## config.mk

```make
export PLATFORM = sky130hd
export DESIGN_NAME = inverse_variance_rebinner
export DESIGN_NICKNAME = d
export VERILOG_FILES = /design/src/hw/rtl/ivr_pkg.sv /design/src/hw/rtl/ivr_serial_unit.sv /design/src/hw/rtl/ivr_serial_mult.sv /design/src/hw/rtl/inverse_variance_rebinner.sv
export SDC_FILE = /design/constraint.sdc
export NUM_CORES = 2
export LEC_CHECK = 0
export ABC_CLOCK_PERIOD_IN_PS = 22600
export BUFFER_PORTS_ARGS = -buffer_cell sky130_fd_sc_hd__buf_4
export CAP_MARGIN = 40
export CORE_ASPECT_RATIO = 0.6
export CORE_MARGIN = 8
export CORE_UTILIZATION = 35
export CTS_CLUSTER_DIAMETER = 60
export CTS_CLUSTER_SIZE = 28
export DETAILED_ROUTE_END_ITERATION = 8
export GPL_TIMING_DRIVEN = 0
export MAX_ROUTING_LAYER = met4
export PLACE_DENSITY = 0.57
export SETUP_SLACK_MARGIN = 0.2
export SYNTH_ARGS = -nofsm -noshare
export SYNTH_HDL_FRONTEND = slang
export SYNTH_HIERARCHICAL = 1
export SYNTH_SLANG_ARGS = --single-unit
```

## constraint.sdc

```tcl
create_clock -name clk_i -period 22.6 [get_ports clk_i]
set_clock_uncertainty 0.05 [all_clocks]
set_input_delay 3.39 -clock clk_i [delete_from_list [all_inputs] [get_ports clk_i]]
set_output_delay 3.39 -clock clk_i [all_outputs]
set_load 0.005 [all_outputs]
```

## src/hw/rtl/ivr_pkg.sv

```systemverilog
// Package of shared types and constants for the inverse-variance rebinner.
package ivr_pkg;

  localparam int unsigned XW = 24;
  localparam int unsigned YW = 32;
  localparam int unsigned EW = 32;
  localparam int unsigned CW = 4;

  localparam logic [1:0] REG_FOLD8 = 2'd0;
  localparam logic [1:0] REG_FOLD4 = 2'd1;
  localparam logic [1:0] REG_FOLD2 = 2'd2;

  localparam logic [23:0] FOLD8_RST = 24'd104858;
  localparam logic [23:0] FOLD4_RST = 24'd62915;
  localparam logic [23:0] FOLD2_RST = 24'd31457;

  // Operation codes of the shared serial unit.
  typedef enum logic [1:0] {
    OP_DIV,
    OP_SQRT
  } ivr_op_e;

  typedef enum logic [3:0] {
    ST_IDLE,
    ST_SQ,
    ST_SQ_WAIT,
    ST_WDIV,
    ST_WDIV_WAIT,
    ST_TERM,
    ST_TERM_WAIT,
    ST_ACC,
    ST_MX,
    ST_MX_WAIT,
    ST_MI,
    ST_MI_WAIT,
    ST_ME,
    ST_ME_WAIT,
    ST_RT,
    ST_RT_WAIT
  } ivr_state_e;

  typedef struct packed {
    logic start;
    ivr_op_e op;
  } ivr_ctl_t;

endpackage

```

## src/hw/rtl/ivr_serial_unit.sv

```systemverilog
// Shared bit-serial unit: restoring 128/64 division and 64-bit integer square root.
module ivr_serial_unit (
  input  logic             clk_i,
  input  logic             rst_ni,
  input  ivr_pkg::ivr_ctl_t ctl_i,
  input  logic [127:0]     num_i,
  input  logic [63:0]      den_i,
  output logic             busy_o,
  output logic [63:0]      res_o
);
  import ivr_pkg::*;

  logic [6:0]   cnt_q, cnt_d;
  logic         busy_q, busy_d;
  ivr_op_e      op_q, op_d;
  logic [64:0]  rem_q, rem_d;
  logic [127:0] num_q, num_d;
  logic [63:0]  den_q, den_d;
  logic [63:0]  res_q, res_d;
  logic [65:0]  trial;
  logic [64:0]  shifted;

  always_comb begin
    cnt_d = cnt_q; busy_d = busy_q; op_d = op_q;
    rem_d = rem_q; num_d = num_q; den_d = den_q; res_d = res_q;
    shifted = '0;
    trial = '0;
    if (ctl_i.start) begin
      busy_d = 1'b1;
      op_d = ctl_i.op;
      den_d = den_i;
      res_d = '0;
      if (ctl_i.op == OP_DIV) begin
        rem_d = {1'b0, num_i[127:64]};
        num_d = {num_i[63:0], 64'd0};
        cnt_d = 7'd64;
      end else begin
        rem_d = '0;
        num_d = num_i;
        cnt_d = 7'd32;
      end
    end else if (busy_q) begin
      if (op_q == OP_DIV) begin
        // One quotient bit each cycle.
        shifted = {rem_q[63:0], num_q[127]};
        trial = {1'b0, shifted} - {2'b00, den_q};
        num_d = {num_q[126:0], 1'b0};
        if (!trial[65]) begin
          rem_d = trial[64:0];
          res_d = {res_q[62:0], 1'b1};
        end else begin
          rem_d = shifted;
          res_d = {res_q[62:0], 1'b0};
        end
      end else begin
        // One root bit each cycle from two radicand bits.
        shifted = {rem_q[62:0], num_q[63:62]};
        trial = {1'b0, shifted} - {2'b00, res_q[61:0], 2'b01};
        num_d = {num_q[127:0] << 2};
        if (!trial[65]) begin
          rem_d = trial[64:0];
          res_d = {res_q[62:0], 1'b1};
        end else begin
          rem_d = shifted;
          res_d = {res_q[62:0], 1'b0};
        end
      end
      cnt_d = cnt_q - 7'd1;
      if (cnt_q == 7'd1) busy_d = 1'b0;
    end
  end

  always_ff @(posedge clk_i or negedge rst_ni) begin
    if (!rst_ni) begin
      busy_q <= 1'b0;
      cnt_q <= '0;
      op_q <= OP_DIV;
    end else begin
      busy_q <= busy_d;
      cnt_q <= cnt_d;
      op_q <= op_d;
    end
  end

  always_ff @(posedge clk_i) begin
    rem_q <= rem_d;
    num_q <= num_d;
    den_q <= den_d;
    res_q <= res_d;
  end

  assign busy_o = busy_q | ctl_i.start;
  assign res_o = res_q;
endmodule

```

## src/hw/rtl/ivr_serial_mult.sv

```systemverilog
// Shift-and-add multiplier, one multiplier bit per cycle, 64 by 64 bits.
module ivr_serial_mult (
  input  logic          clk_i,
  input  logic          rst_ni,
  input  logic          start_i,
  input  logic [63:0]   a_i,
  input  logic [63:0]   b_i,
  output logic          busy_o,
  output logic [127:0]  prod_o
);
  logic [6:0]   cnt_q;
  logic [127:0] acc_q;
  logic [127:0] a_q;
  logic [63:0]  b_q;

  always_ff @(posedge clk_i or negedge rst_ni) begin
    if (!rst_ni) begin
      cnt_q <= '0;
    end else if (start_i) begin
      cnt_q <= 7'd64;
    end else if (cnt_q != 7'd0) begin
      cnt_q <= cnt_q - 7'd1;
    end
  end

  always_ff @(posedge clk_i) begin
    if (start_i) begin
      acc_q <= '0;
      a_q <= {64'd0, a_i};
      b_q <= b_i;
    end else if (cnt_q != 7'd0) begin
      if (b_q[0]) acc_q <= acc_q + a_q;
      a_q <= {a_q[126:0], 1'b0};
      b_q <= {1'b0, b_q[63:1]};
    end
  end

  assign busy_o = start_i | (cnt_q != 7'd0);
  assign prod_o = acc_q;
endmodule

```

## src/hw/rtl/inverse_variance_rebinner.sv

```systemverilog
// Top level of the inverse-variance weighted rebinner.
//
//  channel | direction | handshake       | payload
//  --------+-----------+-----------------+----------------------------------------
//  sample  | in        | in_valid/ready  | x_value, y_value, y_error, last_sample
//  bin     | out       | out_valid/ready | mean_x, mean_intensity, mean_error, ...
//  config  | in        | cfg_valid/ready | cfg_index, cfg_data
//
// A sample runs the squared error, the 128/64 weight division and the 64-bit
// term product in turn, each one bit per cycle on the serial units.
// A closing sample adds a further division for mean x, one for the weighted mean
// and one for the weight reciprocal, plus a 32-step square root.
// Reset clears the accumulators and loads the default thresholds; no clearing pass.
// A finished bin waits in the output register; the next sample is taken meanwhile,
// and only a second bin close stalls until the waiting transfer has completed.
module inverse_variance_rebinner #(
  parameter int unsigned MAX_FOLD = 8
) (
  input  logic                      clk_i,
  input  logic                      rst_ni,
  input  logic                      in_valid_i,
  output logic                      in_ready_o,
  input  logic [ivr_pkg::XW-1:0]    x_value_i,
  input  logic signed [ivr_pkg::YW-1:0] y_value_i,
  input  logic [ivr_pkg::EW-1:0]    y_error_i,
  input  logic                      last_sample_i,
  output logic                      out_valid_o,
  input  logic                      out_ready_i,
  output logic [ivr_pkg::XW-1:0]    mean_x_o,
  output logic signed [ivr_pkg::YW-1:0] mean_intensity_o,
  output logic [ivr_pkg::EW-1:0]    mean_error_o,
  output logic [ivr_pkg::CW-1:0]    bin_count_o,
  output logic                      zero_error_seen_o,
  output logic                      final_bin_o,
  input  logic                      cfg_valid_i,
  output logic                      cfg_ready_o,
  input  logic [1:0]                cfg_index_i,
  input  logic [23:0]               cfg_data_i
);
  import ivr_pkg::*;

  localparam logic [CW-1:0] CAP = CW'(MAX_FOLD);

  ivr_state_e state_q, state_d;

  logic [23:0] thr8_q, thr4_q, thr2_q;
  logic [63:0] wsum_q;
  logic signed [63:0] isum_q;
  logic [26:0] xsum_q;
  logic [CW-1:0] cnt_q, target_q;
  logic eflag_q;

  logic [23:0] x_q;
  logic        neg_q, last_q;
  logic [31:0] mag_q, e_q;
  logic [63:0] w_q, e2_q;
  logic [63:0] term_q;
  logic [63:0] q_q;
  logic [23:0] mx_q;

  logic          ov_q;
  logic [23:0]   omx_q;
  logic [31:0]   omi_q, ome_q;
  logic [CW-1:0] ocnt_q;
  logic          oerr_q, ofin_q;

  ivr_ctl_t      su_ctl;
  logic [127:0]  su_num;
  logic [63:0]   su_den, su_res;
  logic          su_busy;
  logic          mu_start, mu_busy;
  logic [63:0]   mu_a, mu_b;
  logic [127:0]  mu_prod;

  logic in_fire;
  logic close;
  logic [CW-1:0] cnt_next;
  logic [CW-1:0] fold;
  logic [64:0] wadd;
  logic [63:0] smag;
  logic signed [64:0] iadd;

  ivr_serial_unit u_su (
    .clk_i, .rst_ni, .ctl_i(su_ctl), .num_i(su_num), .den_i(su_den),
    .busy_o(su_busy), .res_o(su_res)
  );

  ivr_serial_mult u_mu (
    .clk_i, .rst_ni, .start_i(mu_start), .a_i(mu_a), .b_i(mu_b),
    .busy_o(mu_busy), .prod_o(mu_prod)
  );

  assign in_ready_o = (state_q == ST_IDLE);
  assign in_fire = in_valid_i & in_ready_o;
  assign cfg_ready_o = 1'b1;

  always_comb begin
    if (x_value_i > thr8_q) fold = 4'd8;
    else if (x_value_i > thr4_q) fold = 4'd4;
    else if (x_value_i > thr2_q) fold = 4'd2;
    else fold = 4'd1;
    if (32'(fold) > MAX_FOLD) fold = CAP;
  end

  assign cnt_next = cnt_q + 4'd1;
  assign close = (cnt_next >= target_q) | last_q;
  assign smag = isum_q[63] ? (64'd0 - 64'(isum_q)) : 64'(isum_q);
  assign wadd = {1'b0, wsum_q} + {1'b0, w_q};
  assign iadd = {isum_q[63], isum_q} + (neg_q ? -$signed({1'b0, term_q})
                                               : $signed({1'b0, term_q}));

  // Next state.
  always_comb begin
    state_d = state_q;
    unique case (state_q)
      ST_IDLE:      if (in_fire) state_d = ST_SQ;
      ST_SQ:        state_d = ST_SQ_WAIT;
      ST_SQ_WAIT:   if (!mu_busy) state_d = ST_WDIV;
      ST_WDIV:      state_d = ST_WDIV_WAIT;
      ST_WDIV_WAIT: if (!su_busy) state_d = ST_TERM;
      ST_TERM:      state_d = ST_TERM_WAIT;
      ST_TERM_WAIT: if (!mu_busy) state_d = ST_ACC;
      ST_ACC:       state_d = close ? ST_MX : ST_IDLE;
      ST_MX:        state_d = ST_MX_WAIT;
      ST_MX_WAIT:   if (!su_busy) state_d = ST_MI;
      ST_MI:        state_d = ST_MI_WAIT;
      ST_MI_WAIT:   if (!su_busy) state_d = ST_ME;
      ST_ME:        state_d = ST_ME_WAIT;
      ST_ME_WAIT:   if (!su_busy) state_d = ST_RT;
      ST_RT:        state_d = ST_RT_WAIT;
      ST_RT_WAIT:   if (!su_busy && (!ov_q || out_ready_i)) state_d = ST_IDLE;
      default:      state_d = ST_IDLE;
    endcase
  end

  // Unit control.
  always_comb begin
    su_ctl = '{start: 1'b0, op: OP_DIV};
    su_num = '0;
    su_den = '0;
    mu_start = 1'b0;
    mu_a = '0;
    mu_b = '0;
    unique case (state_q)
      ST_SQ: begin
        mu_start = 1'b1; mu_a = {32'd0, e_q}; mu_b = {32'd0, e_q};
      end
      ST_WDIV: begin
        su_ctl.start = (e2_q > 64'd256);
        su_num = {64'd256, 64'd0}; su_den = e2_q;
      end
      ST_TERM: begin
        mu_start = 1'b1; mu_a = {32'd0, mag_q}; mu_b = w_q;
      end
      ST_MX: begin
        su_ctl.start = 1'b1; su_num = {101'd0, xsum_q}; su_den = {60'd0, cnt_q};
      end
      ST_MI: begin
        su_ctl.start = (smag[63:32] < wsum_q);
        su_num = {32'd0, smag, 32'd0}; su_den = wsum_q;
      end
      ST_ME: begin
        su_ctl.start = (wsum_q > 64'd256);
        su_num = {64'd256, 64'd0}; su_den = wsum_q;
      end
      ST_RT: begin
        su_ctl.start = (wsum_q > 64'd256);
        su_ctl.op = OP_SQRT;
        su_num = {64'd0, su_res};
      end
      default: ;
    endcase
  end

  always_ff @(posedge clk_i or negedge rst_ni) begin
    if (!rst_ni) begin
      state_q <= ST_IDLE;
      thr8_q <= FOLD8_RST;
      thr4_q <= FOLD4_RST;
      thr2_q <= FOLD2_RST;
      wsum_q <= '0;
      isum_q <= '0;
      xsum_q <= '0;
      cnt_q <= '0;
      target_q <= '0;
      eflag_q <= 1'b0;
      ov_q <= 1'b0;
    end else begin
      state_q <= state_d;
      if (cfg_valid_i) begin
        unique case (cfg_index_i)
          REG_FOLD8: thr8_q <= cfg_data_i;
          REG_FOLD4: thr4_q <= cfg_data_i;
          REG_FOLD2: thr2_q <= cfg_data_i;
          default: ;
        endcase
      end
      if (ov_q && out_ready_i) ov_q <= 1'b0;
      if (in_fire) begin
        if (target_q == '0) target_q <= fold;
        if (y_error_i == '0) eflag_q <= 1'b1;
      end
      if (state_q == ST_ACC) begin
        wsum_q <= wadd[64] ? '1 : wadd[63:0];
        if (iadd > 65'sh0_7FFF_FFFF_FFFF_FFFF) isum_q <= 64'sh7FFF_FFFF_FFFF_FFFF;
        else if (iadd < -65'sh0_8000_0000_0000_0000) isum_q <= 64'sh8000_0000_0000_0000;
        else isum_q <= iadd[63:0];
        xsum_q <= xsum_q + 27'(x_q);
        cnt_q <= cnt_next;
      end
      if (state_q == ST_RT_WAIT && state_d == ST_IDLE) begin
        ov_q <= 1'b1;
        wsum_q <= '0;
        isum_q <= '0;
        xsum_q <= '0;
        cnt_q <= '0;
        target_q <= '0;
        eflag_q <= 1'b0;
      end
    end
  end

  // Sample payload and result registers. The mean abscissa is staged in mx_q because
  // the serial unit's result is overwritten by the later divisions of the bin.
  always_ff @(posedge clk_i) begin
    if (in_fire) begin
      x_q <= x_value_i;
      neg_q <= y_value_i[31];
      mag_q <= y_value_i[31] ? (32'd0 - y_value_i) : y_value_i;
      e_q <= y_error_i;
      last_q <= last_sample_i;
    end
    if (state_q == ST_SQ_WAIT && !mu_busy) e2_q <= mu_prod[63:0];
    if (state_q == ST_WDIV_WAIT && !su_busy) w_q <= (e2_q <= 64'd256) ? '1 : su_res;
    if (state_q == ST_TERM_WAIT && !mu_busy)
      term_q <= (mu_prod[127:96] != '0 || mu_prod[95]) ? 64'h7FFF_FFFF_FFFF_FFFF
                                                       : mu_prod[95:32];
    if (state_q == ST_MX_WAIT && !su_busy) mx_q <= su_res[23:0];
    if (state_q == ST_MI_WAIT && !su_busy) q_q <= (smag[63:32] >= wsum_q) ? '1 : su_res;
    if (state_q == ST_RT_WAIT && state_d == ST_IDLE) begin
      omx_q <= mx_q;
      if (isum_q[63]) omi_q <= (q_q >= 64'h8000_0000) ? 32'h8000_0000
                                                       : (32'd0 - q_q[31:0]);
      else omi_q <= (q_q > 64'h7FFF_FFFF) ? 32'h7FFF_FFFF : q_q[31:0];
      ome_q <= (wsum_q <= 64'd256 || su_res[63:32] != '0) ? '1 : su_res[31:0];
      ocnt_q <= cnt_q;
      oerr_q <= eflag_q;
      ofin_q <= last_q;
    end
  end

  assign out_valid_o = ov_q;
  assign mean_x_o = omx_q;
  assign mean_intensity_o = omi_q;
  assign mean_error_o = ome_q;
  assign bin_count_o = ocnt_q;
  assign zero_error_seen_o = oerr_q;
  assign final_bin_o = ofin_q;
endmodule

```

Word level (Yosys, flattened, before mapping)
Index checks and enable logic that the tools add are counted.
{"block": "word_totals", "register_bits": 1362, "input_bits": 120, "output_inout_bits": 97, "word_cells": 202}
{"block": "op_classes", "n_addsub": 13, "magnitude_cmp": 15, "eq_ne": 18, "mux": 71, "n_bitwise": 4, "reduce_logical": 41}
{"cell": "2-to-1 mux 64 bit", "count": 17}
{"cell": "2-to-1 mux 128 bit", "count": 4}
{"cell": "one-hot mux 96 bit (4 select lines)", "count": 1}
{"cell": "one-hot mux 64 bit (3 select lines)", "count": 1}
{"cell": "subtractor 65 x 64 -> 66 bit", "count": 2}
{"cell": "adder 128 bit", "count": 1}
{"cell": "> comparator 64 x 9 -> 1 bit (second input constant)", "count": 2}
{"cell": "less-or-equal comparator 64 x 9 -> 1 bit (second input constant)", "count": 2}
{"cell": "2-to-1 mux 32 bit", "count": 4}
{"cell": "one-hot mux 64 bit (2 select lines)", "count": 1}
{"cell": "> comparator 24 bit", "count": 3}
{"cell": "adder 64 x 64 -> 65 bit", "count": 1}
{"cell": "adder 65 bit", "count": 1}
{"cell": "> comparator 65 x 64 -> 1 bit (second input constant)", "count": 1}
{"cell": "less-than comparator 65 x 64 -> 1 bit (second input constant)", "count": 1}
{"cell": "2-to-1 mux 65 bit", "count": 1}
{"cell": "negator 64 -> 65 bit", "count": 1}
{"cell": ">= comparator 32 x 64 -> 1 bit", "count": 1}
{"cell": ">= comparator 64 x 32 -> 1 bit (second input constant)", "count": 1}
{"cell": "> comparator 64 x 31 -> 1 bit (second input constant)", "count": 1}
{"cell": "less-than comparator 32 x 64 -> 1 bit", "count": 1}
{"cell": "2-to-1 mux 4 bit", "count": 16}
{"cell": "one-hot mux 32 bit (2 select lines)", "count": 1}
{"cell": "one-hot mux 4 bit (16 select lines)", "count": 1}
{"cell": "other kinds (34)", "count": 96}

Logic depth before layout (Yosys ltp)
{"block": "depth", "word_depth": 13, "mapped_depth": 30, "mapped_depth_nobuf": 27}

Cells and area by module
The synthesis kept the hierarchy.
{"module": "inverse_variance_rebinner", "instances": 1, "cells_per_inst": 4261, "area_per_inst_um2": 43500.5, "seq_area_each_um2": 19999.2}
{"module": "ivr_serial_unit", "instances": 1, "cells_per_inst": 2641, "area_per_inst_um2": 23441.2, "seq_area_each_um2": 9218.8}
{"module": "ivr_serial_mult", "instances": 1, "cells_per_inst": 2476, "area_per_inst_um2": 21006.4, "seq_area_each_um2": 7862.5}

Least setup slack after synthesis
OpenSTA, ideal clock, no wires.
{"block": "synth_timing", "kind": "flip-flop to flip-flop", "start": "register isum_q[22]", "end": "register w_q[0] (enable)", "setup_ns": 0.644, "arrival_ns": 14.662, "t_required_ns": 21.906, "setup_slack_ns": 7.244, "path_stages_with_launch": 23, "n_path_buf": 2, "synth_period_minus_slack_ns": 15.356, "path_cell_list": "dfrtp_1 or4_1 nor4b_1 nand3_1 nand3b_1 nand2b_1 or3_1 or3b_2 o21ai_0 xnor2_1 ha_1 nor2b_1 o21ai_0 nand2b_1 a21oi_1 nor2_1 a211oi_1 a21oi_1 o221ai_1 clkbuf_1 buf_1 or2_2 nor4_1"}
{"element": "start: declaration", "line_no": "inverse_variance_rebinner.sv:48", "text": "logic signed [63:0] isum_q;"}
{"element": "start signal: assignment", "line_no": "inverse_variance_rebinner.sv:207", "text": "else isum_q <= iadd[63:0];"}
{"element": "end signal: assignment", "line_no": "inverse_variance_rebinner.sv:234", "text": "if (state_q == ST_WDIV_WAIT && !su_busy) w_q <= (e2_q <= 64'd256) ? '1 : su_res;"}
{"element": "end: declaration", "line_no": "inverse_variance_rebinner.sv:56", "text": "logic [63:0] w_q, e2_q;"}

==> flow_summary.toml <==
[sta]
period_share_pct = 55.8
hold-worst-slack_ns = 0.374
worst_pin_slew_ns = 1.09
hold_violations = 0
timing.fmax_ghz = 0.0793
finalMaxSlewViolations = 0
grt_setup_unrepaired = "no"
period_needed_ns = 12.60
relSlewSlack_pct = 27.6
setup_violations = 0

[worst_setup_path]
cp-start-kind = "register"
cp_data_required_time_ns = 23.09
worst-path-max-fanout = 55
crit_top_cell = "o21ai_0"
worst_setup_path_end_kind = "register"
max_stage_delay_ns = 0.78
crit_type = "reg -> reg"
critPathSlowestCell = "clkbuf_1"
critical_path_arrival_ns = 13.09

[power]
leakage_nw = 39.8
power_density_mw_per_mm2 = 146
ir_drop_mv = 0.0948

[die]
row_count = 142
core_mm2 = 0.250
die_x_um = 663
die_area_mm2 = 0.268
start_util_pct = 35.2
io_pins = 217
die_h_um = 404

[route]
drtIter0Drc = 12400
viasPerCell = 6.15
num_vias = 82800
drc = 0
dr.pass1.iters = 7
detail_route.wl_per_cell_um = 31.5
antenna_left = 0
wirelength_um = 424000

[cts]
htreeDepth = 3
cts_tree = "built"
ctsResizeCount = 0
path_clk_slew_ns = 0.11
cts_buffers = 104
postCtsSetupBuffers = 0
cts_root_buf = "clkbuf_16"
cts_hold_buf = 0
worstSkewPairLatency_ns = 0.81
clock_path_buffers = 3
numClockSinks = 1362

[global_routing]
track_usage_pct = 31.0
grt_pass1_wl_um = 580000
grt_max_degree = 104
overflow = 0
first_global_vias = 73900
antenna_found_initial = 70

[synthesis]
synth_edf_count = 848
ys_ff_latch = 1362
synth_cell_types = 123
synth_area_leader_cell = "edfxtp_1"
post-synth-top-count-cell = "nand2_1"
synth_area_mm2 = 0.0879
synthFlopType = "edfxtp_1"
syn-mean-instance-area_um2 = 9.38
netlist_instances = 9378
synth-async-reset-ratio_pct = 18.9
yosysWarningCount = 6
synthTopCellsByArea = "edfxtp_1, ha_1, dfrtp_1"
synth_top_area_share_pct = 29.0
seq_area_frac_synth_pct = 42.2
synth.top_cells.by_count = "nand2_1, a21oi_1, edfxtp_1, o21ai_0, ha_1"

[finish]
syn_to_final_growth_pct = 14.9
utilization_pct = 40.4
fin_nets = 10600
drive_gt1_share_pct = 10.1
layout.cells.non_filler = 13500

[placement]
io_buffers = 215
place_congestion = 1.08
dp_hpwl_um = 351000
dp.cells = 13200

[outcome]
status = "complete, no violations"

[worst_hold_path]
hold_class = "reg -> reg"

[job]
max_cap_viol_count = 0
[logic make-up (layout without fill, tap and decap cells)]
group	Yosys count	in the layout	synth area share, %
buf+inv	884	1480	4.12
simple gates	2871	2871	15.8
mux	335	335	4.07
compound gates	2883	2883	21.2
xor+xnor	513	513	5.11
flops	1362	1362	42.2
other cells	2	179	0.00854
fa+ha+maj	528	528	7.55
[critical path: cells and delay by family (launching register included)]
family                   cells  cell delay [ns]
buffers and inverters        9             3.57
flip-flops                   1             0.45
XOR/XNOR                     1             0.44
adder cells (fa/ha/maj)      1             0.38
AND/OR/NAND/NOR             13             5.14
AO/OA/AOI/OAI                7             2.06
[area by class of cell]
cell class	count	area [um2]
Buffer	514	2240
Multi-Input combinational cell	7231	47700
Inverter	370	1390
Sequential cell	1362	37100
Tap cell	3312	4140
Fill cell	24600	149000
Clock inverter	89	1340
Antenna cell	78	195
Clock buffer	108	2620
Timing Repair Buffer	399	4310
[cell usage in the layout, fill, tap and decap left out, types with 193 or more instances in the layout]
| cell | instances |
|---|---|
| o21ai_0 | 649 |
| nand2b_1 | 264 |
| edfxtp_1 | 848 |
| clkbuf_1 | 403 |
| xnor2_1 | 324 |
| nor2_1 | 495 |
| dfxtp_1 | 249 |
| a21oi_1 | 896 |
| nand2_1 | 1136 |
| dfrtp_1 | 230 |
| buf_4 | 257 |
| inv_1 | 369 |
| nand4_1 | 193 |
| ha_1 | 523 |
[layer usage]
| layer | global-route usage [%] | vias to the layer above | part of all wire, % |
|---|---|---|---|
| met2 | 35.4 | 5143 | 34 |
| met3 | 15.1 | 481 | 16 |
| li1 | - | 36000 | - |
| met4 | 6.30 | 0 | 2.4 |
| met5 | - | - | 0 |
| met1 | 46.7 | 41200 | 47 |
[stage by stage]
stage / setup TNS [ns] / setup WS, ns / total power [W] / cell area (um2)
2_1_floorplan: 0 / 7.24 / 0.00908 / 88300
3_3_place_gp: -395.06 / -4.52 / 0.0120 / 94100
3_5_place_dp: 0 / 10.60 / 0.0122 / 96800
4_1_cts: 0 / 10.56 / 0.0144 / 101000
5_1_grt: 0 / 9.70 / 0.0154 / 101000
6_report: 0 / 10.0 / 0.0148 / 101000
[final timing paths]
check / startpoint / end / slack, ns / cells past startpoint
worst min-delay path: mx_q[7] / mean_x_o[7] / 0.37 / 0
worst max register to register: isum_q[7] / mean_intensity_o[7] / 10.0 / 31
min in group asynchronous: rst_ni / thr8_q[20] / 2.59 / 1
worst max-delay path: isum_q[7] / mean_intensity_o[7] / 10.0 / 31
worst min register to register: mx_q[7] / mean_x_o[7] / 0.37 / 0
max in group asynchronous: rst_ni / wsum_q[46] / 18.26 / 3
[power by group]
| group | switching (W) | internal (W) | leakage [nW] |
|---|---|---|---|
| Combinational | 0.00544 | 0.00287 | 24.2 |
| Clock | 0.00120 | 0.000987 | 1.91 |
| Sequential | 0.000755 | 0.00351 | 13.6 |
| Total | 0.00740 | 0.00737 | 39.8 |
(Power assumes the default switching activity.)
